[config.mk]
export PLATFORM = sky130hd
export DESIGN_NAME = iofx_queue
export DESIGN_NICKNAME = d
export VERILOG_FILES = /design/src/hdl/iofx_pkg.sv /design/src/hdl/iofx_queue.sv
export SDC_FILE = /design/constraint.sdc
export NUM_CORES = 1
export LEC_CHECK = 0
export ABC_AREA = 1
export BUFFER_PORTS_ARGS = -buffer_cell sky130_fd_sc_hd__buf_2
export CAP_MARGIN = 15
export CORE_ASPECT_RATIO = 1.2
export CORE_UTILIZATION = 47
export CTS_BUF_LIST = sky130_fd_sc_hd__clkbuf_8
export CTS_CLUSTER_SIZE = 14
export DETAILED_ROUTE_END_ITERATION = 8
export GPL_TIMING_DRIVEN = 0
export PLACE_DENSITY = 0.75
export SLEW_MARGIN = 20
export SYNTH_ARGS = -nofsm -noshare
export SYNTH_HDL_FRONTEND = slang
export SYNTH_SLANG_ARGS = --single-unit
[constraint.sdc]
create_clock -name i_clk -period 1.24 [get_ports i_clk]
set_input_delay 0.186 -clock i_clk [delete_from_list [all_inputs] [get_ports i_clk]]
set_output_delay 0.186 -clock i_clk [all_outputs]
set_load 0.02 [all_outputs]
[src/hdl/iofx_pkg.sv]
// ----------------------------------------------------------------------------
// iofx_pkg
// Shared types and constants of the four-neighbor outlier correction block.
// ----------------------------------------------------------------------------
package iofx_pkg;

    localparam int PIXEL_BITS    = 8;
    localparam int CFG_BITS      = 11;
    localparam int CFG_IDX_BITS  = 2;
    localparam int ROW_LIMIT     = 1024;
    localparam int ROW_BITS      = 11;
    localparam int DEF_MAX_COLS  = 1024;
    localparam int DEF_Q_DEPTH   = 2;

    localparam logic [CFG_BITS-1:0] RST_FRAME_COLS = CFG_BITS'(30);
    localparam logic [CFG_BITS-1:0] RST_FRAME_ROWS = CFG_BITS'(20);

    // Configuration register indexes.
    localparam logic [CFG_IDX_BITS-1:0] REG_FRAME_COLS = CFG_IDX_BITS'(0);
    localparam logic [CFG_IDX_BITS-1:0] REG_FRAME_ROWS = CFG_IDX_BITS'(1);

    // Input beat kinds.
    localparam logic FUNC_PIXEL = 1'b0;
    localparam logic FUNC_FLUSH = 1'b1;

    typedef struct packed {
        logic                  func;
        logic [PIXEL_BITS-1:0] pixel_in;
    } t_in_beat;

    typedef struct packed {
        logic [PIXEL_BITS-1:0] pixel_out;
        logic                  replaced;
        logic                  frame_end;
    } t_out_beat;

    // Work for the back end, classified by the front end.
    typedef struct packed {
        logic                  emit;      // a result is produced
        logic                  store;     // pixel is written to the center row
        logic                  has_up;
        logic                  has_down;
        logic                  has_left;
        logic                  has_right;
        logic                  last;      // final pixel of the frame
        logic [PIXEL_BITS-1:0] pixel;     // incoming (down) pixel
    } t_job;

endpackage

[src/hdl/iofx_queue.sv]
// ----------------------------------------------------------------------------
// iofx_queue
// Small register FIFO between the front and back ends.
// ----------------------------------------------------------------------------
module iofx_queue
    import iofx_pkg::*;
#(
    parameter int WIDTH = 8,
    parameter int DEPTH = DEF_Q_DEPTH
) (
    input  logic             i_clk,
    input  logic             i_rst_n,
    input  logic             i_push,
    input  logic [WIDTH-1:0] i_data,
    output logic             o_ready,
    input  logic             i_pop,
    output logic             o_valid,
    output logic [WIDTH-1:0] o_data
);

    localparam int PW = (DEPTH > 1) ? $clog2(DEPTH) : 1;
    localparam int NW = $clog2(DEPTH + 1);

    logic [WIDTH-1:0] r_mem [DEPTH];
    logic [PW-1:0]    r_wr, r_rd;
    logic [NW-1:0]    r_cnt;
    logic             do_push, do_pop;

    assign o_ready = (r_cnt != NW'(DEPTH));
    assign o_valid = (r_cnt != '0);
    assign o_data  = r_mem[r_rd];
    assign do_push = i_push && o_ready;
    assign do_pop  = i_pop && o_valid;

    always_ff @(posedge i_clk) begin
        if (do_push) begin
            r_mem[r_wr] <= i_data;
        end
    end

    always_ff @(posedge i_clk) begin
        if (!i_rst_n) begin
            r_wr  <= '0;
            r_rd  <= '0;
            r_cnt <= '0;
        end else begin
            if (do_push) begin
                r_wr <= (r_wr == PW'(DEPTH - 1)) ? '0 : r_wr + PW'(1);
            end
            if (do_pop) begin
                r_rd <= (r_rd == PW'(DEPTH - 1)) ? '0 : r_rd + PW'(1);
            end
            if (do_push && !do_pop) begin
                r_cnt <= r_cnt + NW'(1);
            end else if (do_pop && !do_push) begin
                r_cnt <= r_cnt - NW'(1);
            end
        end
    end

    a_cnt_bound: assert property (@(posedge i_clk) disable iff (!i_rst_n)
        r_cnt <= NW'(DEPTH))
        else $error("queue fill count out of range");

endmodule

==> run metrics <==
status=finished, violations left; failing checks=negative setup slack; FF-to-FF Start=r_cnt[0]; H-tree Lvls=1; CTS Root Buffer Type=clkbuf_8; number of port buffers=21; hold crit path type=primary input to register; Sw Share=0.334; Sink Count=21; final period utilization=1.11; die height=48.2 µm; Startpoint Class=register; Max IR drop VDD=1.34 mV; CP max stage delay=0.34 ns; WP buf/inv=2; Total Routing Usage GR=0.183; # IOs=22; Syn Inst Count=62; Worst Reg-to-Reg Cells=5; hold_sp=i_data[5]; Net Count, Synth=75; CP max FO=8; Worst-Skew Late Latency=0.25 ns; core outline area=1640 µm²; largest net degree at the start of global routing=13; antenna diode count=0; critical path arrival=1.19 ns; WHS=0.117 ns; Post-Place Worst Slack=-0.232 ns; Final setup violation count=8; Worst Path Required=1.05 ns; Initial Util=0.509; Die ar.=1950 µm²; R2R Path End=r_mem[0][7]; Max stage delay cell, worst path=dfxtp_2; vias in the first global route=481; worst path cell trace=buf_8 > mux2_4 > buf_6; Worst Hold Path EP=r_mem[0][5]; hold depth=1; Placed Area=966 µm²; area grow syn2layout=42.7%; Worst-path clk slew=0.08 ns; Mapped Area=836 µm²; PD cells=2150 nW/µm²; clk buf depth=2; R2R Setup Slk=0.01 ns; CP Capture Type=output pin; filler instances=107; overall power=2.56 mW; Via density=5.06; synth cell count leaders=16 x edfxtp_1, 8 x mux2_2, 8 x nor2_1, 6 x inv_1, 6 x nand2_1; Primary FF master, synth=edfxtp_1; unrepaired setup endpoints after global routing=yes; RD Place Congestion=0.670; CP Class=register to output pin; post-synth top area share=0.575; EDFF count, synth=16; initial antenna violation count=0; share of layout cells above drive strength 1=0.604; Slew Viols, Final=0; largest area contributor in the netlist=edfxtp_1; FMAX=726 MHz; DRT Pass-1 Iters=4; Clock power frac=0.168; Max Cap Viol=0; total CTS buffers=3; NetSw=854 µW; via count=551; final hold vios=0; row count=16; nets=105; Final Skew=0.00740 ns; static leakage=0.501 nW; Final Cell Area=1190 µm²; distinct cell type count after synthesis=18; sequential power share=0.397; drt total wl=1590 µm; die extent in x=40.5 µm; most common cell in the netlist=edfxtp_1; Slew @ Worst Pin=0.267 ns; first-pass GRT wire length=2210 µm; drt initial violations=5; Antenna Nets Post-Route=0; Ys Warns=0; P_int=1.70 mW; FFs w/ async S/R, synth=0; GR Overflow Total=0; post-route minimum period=1.38 ns; HPWL Detailed=939 µm; WL/cell=14.6 µm; final worst setup slack=-0.138 ns; cts hold-fix bufs=0; Rel. slew slack=0.822; Logic pwr share=0.435; Setup Total Neg Slack=-1.05 ns; cell family with most CP delay=flip-flops; CTS tree=built; DRC Markers=0; Avg Cell Area, Syn=13.5 µm²; sequential area share after synthesis=0.695; dominant cells by area after synthesis=edfxtp_1 57%, dfxtp_1 12%, mux2_2 11%; Seq cells post-synth=21
-- logic make-up after synthesis --
| logic type | synth area share |
|---|---|
| compound gates | 0.0284 |
| mux | 0.108 |
| flops | 0.695 |
| simple gates | 0.111 |
| fa+ha+maj | 0.0150 |
| buf+inv | 0.0434 |
-- worst max path at each step --
stage	slack, ns	cells past startpoint	from	endpoint
floorplan	-0.06	4	r_cnt[0]	r_mem[1][0]
detailed placement	-0.23	4	r_cnt[0]	r_mem[0][1]
CTS	-0.12	3	register	o_data[6]
global route	-0.17	3	register	o_data[4]
global placement	-0.21	4	r_cnt[0]	r_mem[1][1]
finish	-0.14	3	register	o_data[3]
-- routing by layer --
| layer | vias to the layer above | GRT usage | routed length, µm |
|---|---|---|---|
| li1 | 270 | - | - |
| met1 | 258 | 0.217 | 616 |
| met2 | 21 | 0.324 | 907 |
| met3 | 2 | 0.0137 | 53 |
| met4 | 0 | 0.100 | 13 |
| met5 | - | 0 | 0 |
-- registers in the layout, indices dropped and copies added (netlist names), named ones only --
signal and cells:
r_cnt 2, r_mem 16, r_rd 1, r_wr 1
-- repair_timing --
| action | in CTS | in global routing |
|---|---|---|
| endpoints found under the setup margin | 26 | 27 |
| resized for setup | 36 | 9 |
| setup buffers | 3 | 1 |
| pin swaps | 1 | 9 |
-- worst register-to-register path: stages (launching register included) --
cell	delay [ns]
dfxtp_4	0.39
inv_4	0.05
nand2_4	0.06
nand2_4	0.06
buf_6	0.13
nor2_4	0.23
-- power groups by stage --
stage	clock (mW)	combinational, mW	sequential (mW)
floorplan	0	0.548	0.972
global placement	0	0.706	0.980
detailed placement	0	0.723	0.992
CTS	0.432	1.02	0.995
global route	0.460	1.20	1.03
finish	0.429	1.11	1.02
-- per-stage QoR --
step	util	std cells
final	0.726	109
after global routing	0.726	109
after detailed placement	0.588	101
after CTS	0.708	108
after floorplan	-	62
after global placement	0.588	101
-- area by class of cell --
type / count / area [µm²] / area share
inverter: 8 / 37.5 / 0.0315
sequential: 21 / 589 / 0.494
clock inverter: 1 / 5.00 / 0.00420
buffer: 1 / 15.0 / 0.0126
timing repair buffer: 25 / 191 / 0.161
clock buffer: 3 / 41.3 / 0.0346
multi-input combinational: 32 / 290 / 0.243
tap: 18 / 22.5 / 0.0189
-- layout by cell type, fill, tap and decap left out, drive strengths merged, types with 2 or more instances in the layout --
cell,synthesis,final
buf,1,26
clkbuf,0,3
dfxtp,5,5
edfxtp,16,16
inv,7,8
mux2,8,8
nand2,9,9
nor2,8,8
o21ai,2,2
No activity file was read; power rests on OpenSTA's default activity.
