<file path="config.mk">
export PLATFORM = sky130hd
export DESIGN_NAME = iofx_front
export DESIGN_NICKNAME = d
export VERILOG_FILES = /design/src/hdl/iofx_pkg.sv /design/src/hdl/iofx_front.sv
export SDC_FILE = /design/constraint.sdc
export NUM_CORES = 1
export LEC_CHECK = 0
export BUFFER_PORTS_ARGS = -buffer_cell sky130_fd_sc_hd__buf_2
export CORE_MARGIN = 1.5
export CORE_UTILIZATION = 45
export CTS_CLUSTER_SIZE = 14
export DETAILED_ROUTE_END_ITERATION = 7
export PLACE_DENSITY = 0.67
export SETUP_SLACK_MARGIN = 0.5
export SLEW_MARGIN = 20
export SYNTH_ARGS = -nofsm -noshare
export SYNTH_HDL_FRONTEND = slang
export SYNTH_SLANG_ARGS = --single-unit
</file>
<file path="constraint.sdc">
create_clock -name i_clk -period 7.1 [get_ports i_clk]
set_input_delay 0.355 -clock i_clk [delete_from_list [all_inputs] [get_ports i_clk]]
set_output_delay 0.355 -clock i_clk [all_outputs]
set_load 0.02 [all_outputs]
</file>
<file path="src/hdl/iofx_pkg.sv">
// ----------------------------------------------------------------------------
// iofx_pkg
// Shared types and constants of the four-neighbor outlier correction block.
// ----------------------------------------------------------------------------
package iofx_pkg;

    localparam int PIXEL_BITS    = 8;
    localparam int CFG_BITS      = 11;
    localparam int CFG_IDX_BITS  = 2;
    localparam int ROW_LIMIT     = 1024;
    localparam int ROW_BITS      = 11;
    localparam int DEF_MAX_COLS  = 1024;
    localparam int DEF_Q_DEPTH   = 2;

    localparam logic [CFG_BITS-1:0] RST_FRAME_COLS = CFG_BITS'(30);
    localparam logic [CFG_BITS-1:0] RST_FRAME_ROWS = CFG_BITS'(20);

    // Configuration register indexes.
    localparam logic [CFG_IDX_BITS-1:0] REG_FRAME_COLS = CFG_IDX_BITS'(0);
    localparam logic [CFG_IDX_BITS-1:0] REG_FRAME_ROWS = CFG_IDX_BITS'(1);

    // Input beat kinds.
    localparam logic FUNC_PIXEL = 1'b0;
    localparam logic FUNC_FLUSH = 1'b1;

    typedef struct packed {
        logic                  func;
        logic [PIXEL_BITS-1:0] pixel_in;
    } t_in_beat;

    typedef struct packed {
        logic [PIXEL_BITS-1:0] pixel_out;
        logic                  replaced;
        logic                  frame_end;
    } t_out_beat;

    // Work for the back end, classified by the front end.
    typedef struct packed {
        logic                  emit;      // a result is produced
        logic                  store;     // pixel is written to the center row
        logic                  has_up;
        logic                  has_down;
        logic                  has_left;
        logic                  has_right;
        logic                  last;      // final pixel of the frame
        logic [PIXEL_BITS-1:0] pixel;     // incoming (down) pixel
    } t_job;

endpackage

</file>
<file path="src/hdl/iofx_front.sv">
// ----------------------------------------------------------------------------
// iofx_front
// Accepts beats, tracks the frame position and classifies each beat.
// ----------------------------------------------------------------------------
module iofx_front
    import iofx_pkg::*;
#(
    parameter int MAX_COLS = DEF_MAX_COLS,
    parameter int CW       = $clog2(MAX_COLS)
) (
    input  logic                    i_clk,
    input  logic                    i_rst_n,
    input  logic                    i_cfg_we,
    input  logic [CFG_IDX_BITS-1:0] i_cfg_idx,
    input  logic [CFG_BITS-1:0]     i_cfg_data,
    input  logic                    i_in_valid,
    output logic                    o_in_ready,
    input  t_in_beat                i_in_data,
    input  logic                    i_q_ready,
    output logic                    o_q_push,
    output logic [CW-1:0]           o_q_col,
    output t_job                    o_q_job
);

    localparam int CNTW = $clog2(MAX_COLS + 1);
    localparam int LW   = (CNTW > CFG_BITS) ? CNTW : CFG_BITS;

    logic [CFG_BITS-1:0] r_cfg_cols, r_cfg_rows;
    logic [CW-1:0]       r_col, n_col;
    logic [ROW_BITS-1:0] r_row, n_row;

    logic [LW-1:0]       cols_ext;
    logic [CNTW-1:0]     eff_cols;
    logic [ROW_BITS-1:0] eff_rows;
    logic [CNTW-1:0]     col_next;
    logic                row_end;
    logic                is_flush;
    logic                keep;
    logic                accept;
    logic                restart;

    always_comb begin
        cols_ext = LW'(r_cfg_cols);
        if (r_cfg_cols < CFG_BITS'(2)) begin
            eff_cols = CNTW'(2);
        end else if (cols_ext > LW'(MAX_COLS)) begin
            eff_cols = CNTW'(MAX_COLS);
        end else begin
            eff_cols = cols_ext[CNTW-1:0];
        end
        if (r_cfg_rows < CFG_BITS'(2)) begin
            eff_rows = ROW_BITS'(2);
        end else if (r_cfg_rows > CFG_BITS'(ROW_LIMIT)) begin
            eff_rows = ROW_BITS'(ROW_LIMIT);
        end else begin
            eff_rows = ROW_BITS'(r_cfg_rows);
        end
    end

    assign col_next = CNTW'(r_col) + CNTW'(1);
    assign row_end  = (col_next >= eff_cols);
    assign is_flush = (i_in_data.func == FUNC_FLUSH);
    assign keep     = is_flush ? (r_row == eff_rows) : (r_row < eff_rows);

    // Ignored beats are still taken, they just never reach the queue.
    assign o_in_ready = i_q_ready;
    assign accept     = i_in_valid && i_q_ready;
    assign o_q_push   = accept && keep;
    assign restart    = i_cfg_we &&
                        ((i_cfg_idx == REG_FRAME_COLS) || (i_cfg_idx == REG_FRAME_ROWS));

    always_comb begin
        o_q_col           = r_col;
        o_q_job.emit      = is_flush || (r_row != '0);
        o_q_job.store     = !is_flush;
        o_q_job.has_up    = is_flush || (r_row > ROW_BITS'(1));
        o_q_job.has_down  = !is_flush;
        o_q_job.has_left  = (r_col != '0);
        o_q_job.has_right = !row_end;
        o_q_job.last      = is_flush && row_end;
        o_q_job.pixel     = i_in_data.pixel_in;
    end

    always_comb begin
        n_col = r_col;
        n_row = r_row;
        if (o_q_push) begin
            if (row_end) begin
                n_col = '0;
                n_row = is_flush ? '0 : r_row + ROW_BITS'(1);
            end else begin
                n_col = col_next[CW-1:0];
            end
        end
    end

    always_ff @(posedge i_clk) begin
        if (!i_rst_n) begin
            r_cfg_cols <= RST_FRAME_COLS;
            r_cfg_rows <= RST_FRAME_ROWS;
            r_col      <= '0;
            r_row      <= '0;
        end else begin
            if (i_cfg_we && (i_cfg_idx == REG_FRAME_COLS)) begin
                r_cfg_cols <= i_cfg_data;
            end
            if (i_cfg_we && (i_cfg_idx == REG_FRAME_ROWS)) begin
                r_cfg_rows <= i_cfg_data;
            end
            if (restart) begin
                r_col <= '0;
                r_row <= '0;
            end else begin
                r_col <= n_col;
                r_row <= n_row;
            end
        end
    end

endmodule

</file>
==> results.cfg <==
[run_status]
outcome = finished, final reports clean

[logic_synthesis]
synthesis.nets = 418
ys_async_sr_fraction_pct = 0
synth_edf_count = 0
netlist_area_mm2 = 0.002850
ys_seq_elements = 43
synth_area_leader_cell = dfxtp_1
yosysWarningCount = 0
yosysUniqueCellTypes = 53
syn_avg_cell_area_um2 = 7.830
yosysSeqAreaShare_pct = 30.20
synth_cells = 364
synth_ff_type = dfxtp_1
yosys-top-cells-area = dfxtp_1, ha_1, nand2_1
synth_top_area_share_pct = 30.20

[power_and_ir_drop]
internal_power_mw = 0.3537
swShare_pct = 25.49
power_switching_mw = 0.1210
pwr-share-seq_pct = 52.7
powerDensity_mw_per_mm2 = 153.3
irDropWorstVdd_v = 0.0001076
power_leakage_nw = 1.331
power_frac_comb_pct = 11.2
power.share.clock_pct = 36.1

[clock_tree]
cts.reportedPaths.clkPinSlew_ps = 80
clk_latency_ps = 290
numCtsBuffers = 5
clockRootBuffer = clkbuf_8
postCtsHoldBufs = 0
clock_path_buffers = 2
clock-sinks = 43
cts_tree = done
ctsResizeCount = 0
cts_setup_buffers = 0
cts_htree_levels = 2

[cells_and_area]
fillers = 618
layout_common_cells = nand2_1, dfxtp_1, buf_2
layout_commonest_cell = nand2_1
nets = 439
drive_gt1_share_pct = 13.99
antenna_cells = 0
area_delta_synth_final_pct = 8.648

[worst_setup_path]
timing.rr.end = o_q_col[3]
path_class = flop to primary output
start_kind = flop
r2r-start = o_q_col[2]
slowest_delay_ps = 470
cp-startpoint = o_q_col[2]
path_cells = nand3_1 -> nor2_1 -> nand3_1 -> xnor2_1 -> ha_1 -> and3_1 -> a221oi_1 -> o21ai_0 -> a41o_1 -> inv_1 -> buf_2
cpMostUsedCell = nand3_1
critPathCaptureType = primary output
r2r_setup_slack_ps = 3530
critPathSlowestCell = dfxtp_1
critPathArrivalTime_ps = 3550
cp-endpoint = o_q_job[9]
reg2regPathDepth = 12
worstPathMaxFanout = 17
cp.required_ps = 6740

[drt]
vias = 2637
drt_iter0_markers = 196
drc_errors = 0
wl_per_cell_um = 14.38
drt_wl_total_um = 6627
first_pass_iters = 4
postRouteAntennaNets = 0
via_per_inst = 5.720

[place]
io_buffers = 37
gp_congestion = 0.9263
dpl.hpwl_um = 5095

[timing]
fin_crit_ps = 3907
finalHoldViolCount = 0
rsz0062_at_grt = false
hold_ws_ps = 301.4
setup-violations-final = 0
slew_violations = 0
fin_skew_ps = 10.26
slew_headroom_pct = 49.19
tightestPinTransition_ps = 754.2
fin_crit_sh_pct = 55.03
setup_tns_ps = 0
clock.fmax_mhz = 255.9

[floorplan]
rows = 28
core_mm2 = 0.006026
die_y_um = 82.59
ioPinCount = 54
start_util_pct = 47.30
die_area_mm2 = 0.006820
fp.dieW_um = 82.59

[global_route]
grt_antenna_before_repair = 0
grt_max_degree = 25
grt.total_usage_pct = 20.81
grt_overflow = 0
grt_pass1_vias = 2427
grt_pass1_wl_um = 10990

[min_path]
min_path_type = primary input to flop

[job]
maxCapViolCount = 0
worst max-delay path, delay by kind of cell (launching register included):
kind                     cells  cell delay [ps]
flip-flops                   1              470
XOR/XNOR                     1              230
AO/OA/AOI/OAI                3              720
AND/OR/NAND/NOR              4              850
adder cells (fa/ha/maj)      1              280
buffers and inverters        2              700
cells in the mapped netlist (all sizes together), types with 3 or more instances:
master,number
inv,11
a21oi,14
ha,27
nor2,17
and3,6
nand3,20
xor2,3
nand4,5
or4,4
nor4,6
nand2,84
a21o,7
clkbuf,9
o21ai,15
nand2b,5
or3,5
o311ai,6
buf,14
xnor2,3
o41ai,5
a21boi,16
a31o,3
a32o,3
and2,3
nor3,5
dfxtp,43
power groups by stage:
| stage | clock [mW] | sequential (mW) | combinational, mW |
|---|---|---|---|
| floorplan | 0 | 0.255 | 0.0438 |
| global placement | 0 | 0.256 | 0.0523 |
| detailed placement | 0 | 0.256 | 0.0531 |
| CTS | 0.176 | 0.250 | 0.0533 |
| global route | 0.186 | 0.251 | 0.0598 |
| finish | 0.171 | 0.250 | 0.0530 |
registers in the layout (all words and copies together), names as in the netlist:
signal and count:
r_cfg_rows 11, r_row 11, o_q_col 10, cols_ext 11
cell families (layout without fill, tap and decap cells):
kind of cell	count (synthesis)	count (layout)	share of synthesized area [%]
buffers and inverters	36	58	6.365
flip-flops	43	43	30.20
AND/OR/NAND/NOR	165	165	27.00
AO/OA/AOI/OAI	86	86	22.35
XOR/XNOR	6	6	1.844
adder cells (fa/ha/maj)	27	27	11.85
multiplexers	1	1	0.3951
routing by layer:
layer / global-route usage (%) / part of all wire (%) / wire, um
met4: 7.167 / 2.3 / 150
met5: 0 / 0 / 0
met2: 31.38 / 42 / 2766
met3: 4.286 / 5.4 / 360
met1: 29.24 / 51 / 3349
worst min path at each step:
stage / startpoint / to / slack (ps) / depth (start not counted)
after floorplan: cols_ext[0] / cols_ext[0] / 450 / 2
after global placement: r_cfg_rows[0] / r_cfg_rows[0] / 460 / 2
after detailed placement: cols_ext[0] / cols_ext[0] / 470 / 2
after CTS: i_cfg_data[4] / cols_ext[4] / 300 / 3
after global routing: i_cfg_data[4] / cols_ext[4] / 290 / 3
final: i_cfg_data[4] / cols_ext[4] / 300 / 3
stage by stage:
step | setup slack, ps | total power [mW] | util, % | area (um2) | cells
floorplan | 3795 | 0.2988 | - | 2850 | 364
global placement | 3678 | 0.3081 | 49.73 | 2997 | 453
detailed placement | 3579 | 0.3090 | 49.73 | 2997 | 453
CTS | 3224 | 0.4791 | 51.39 | 3097 | 461
global route | 2951 | 0.4972 | 51.39 | 3097 | 461
finish | 3193 | 0.4747 | 51.39 | 3097 | 461
layout make-up:
class / count / area, um2 / area share (%)
sequential: 43 / 860.8 / 27.80
clock buffer: 8 / 100.1 / 3.232
inverter: 13 / 48.80 / 1.576
tap: 75 / 93.84 / 3.030
multi-input combinational: 285 / 1808 / 58.38
timing repair buffer: 37 / 185.2 / 5.980
No activity file was read; power rests on OpenSTA's default activity.
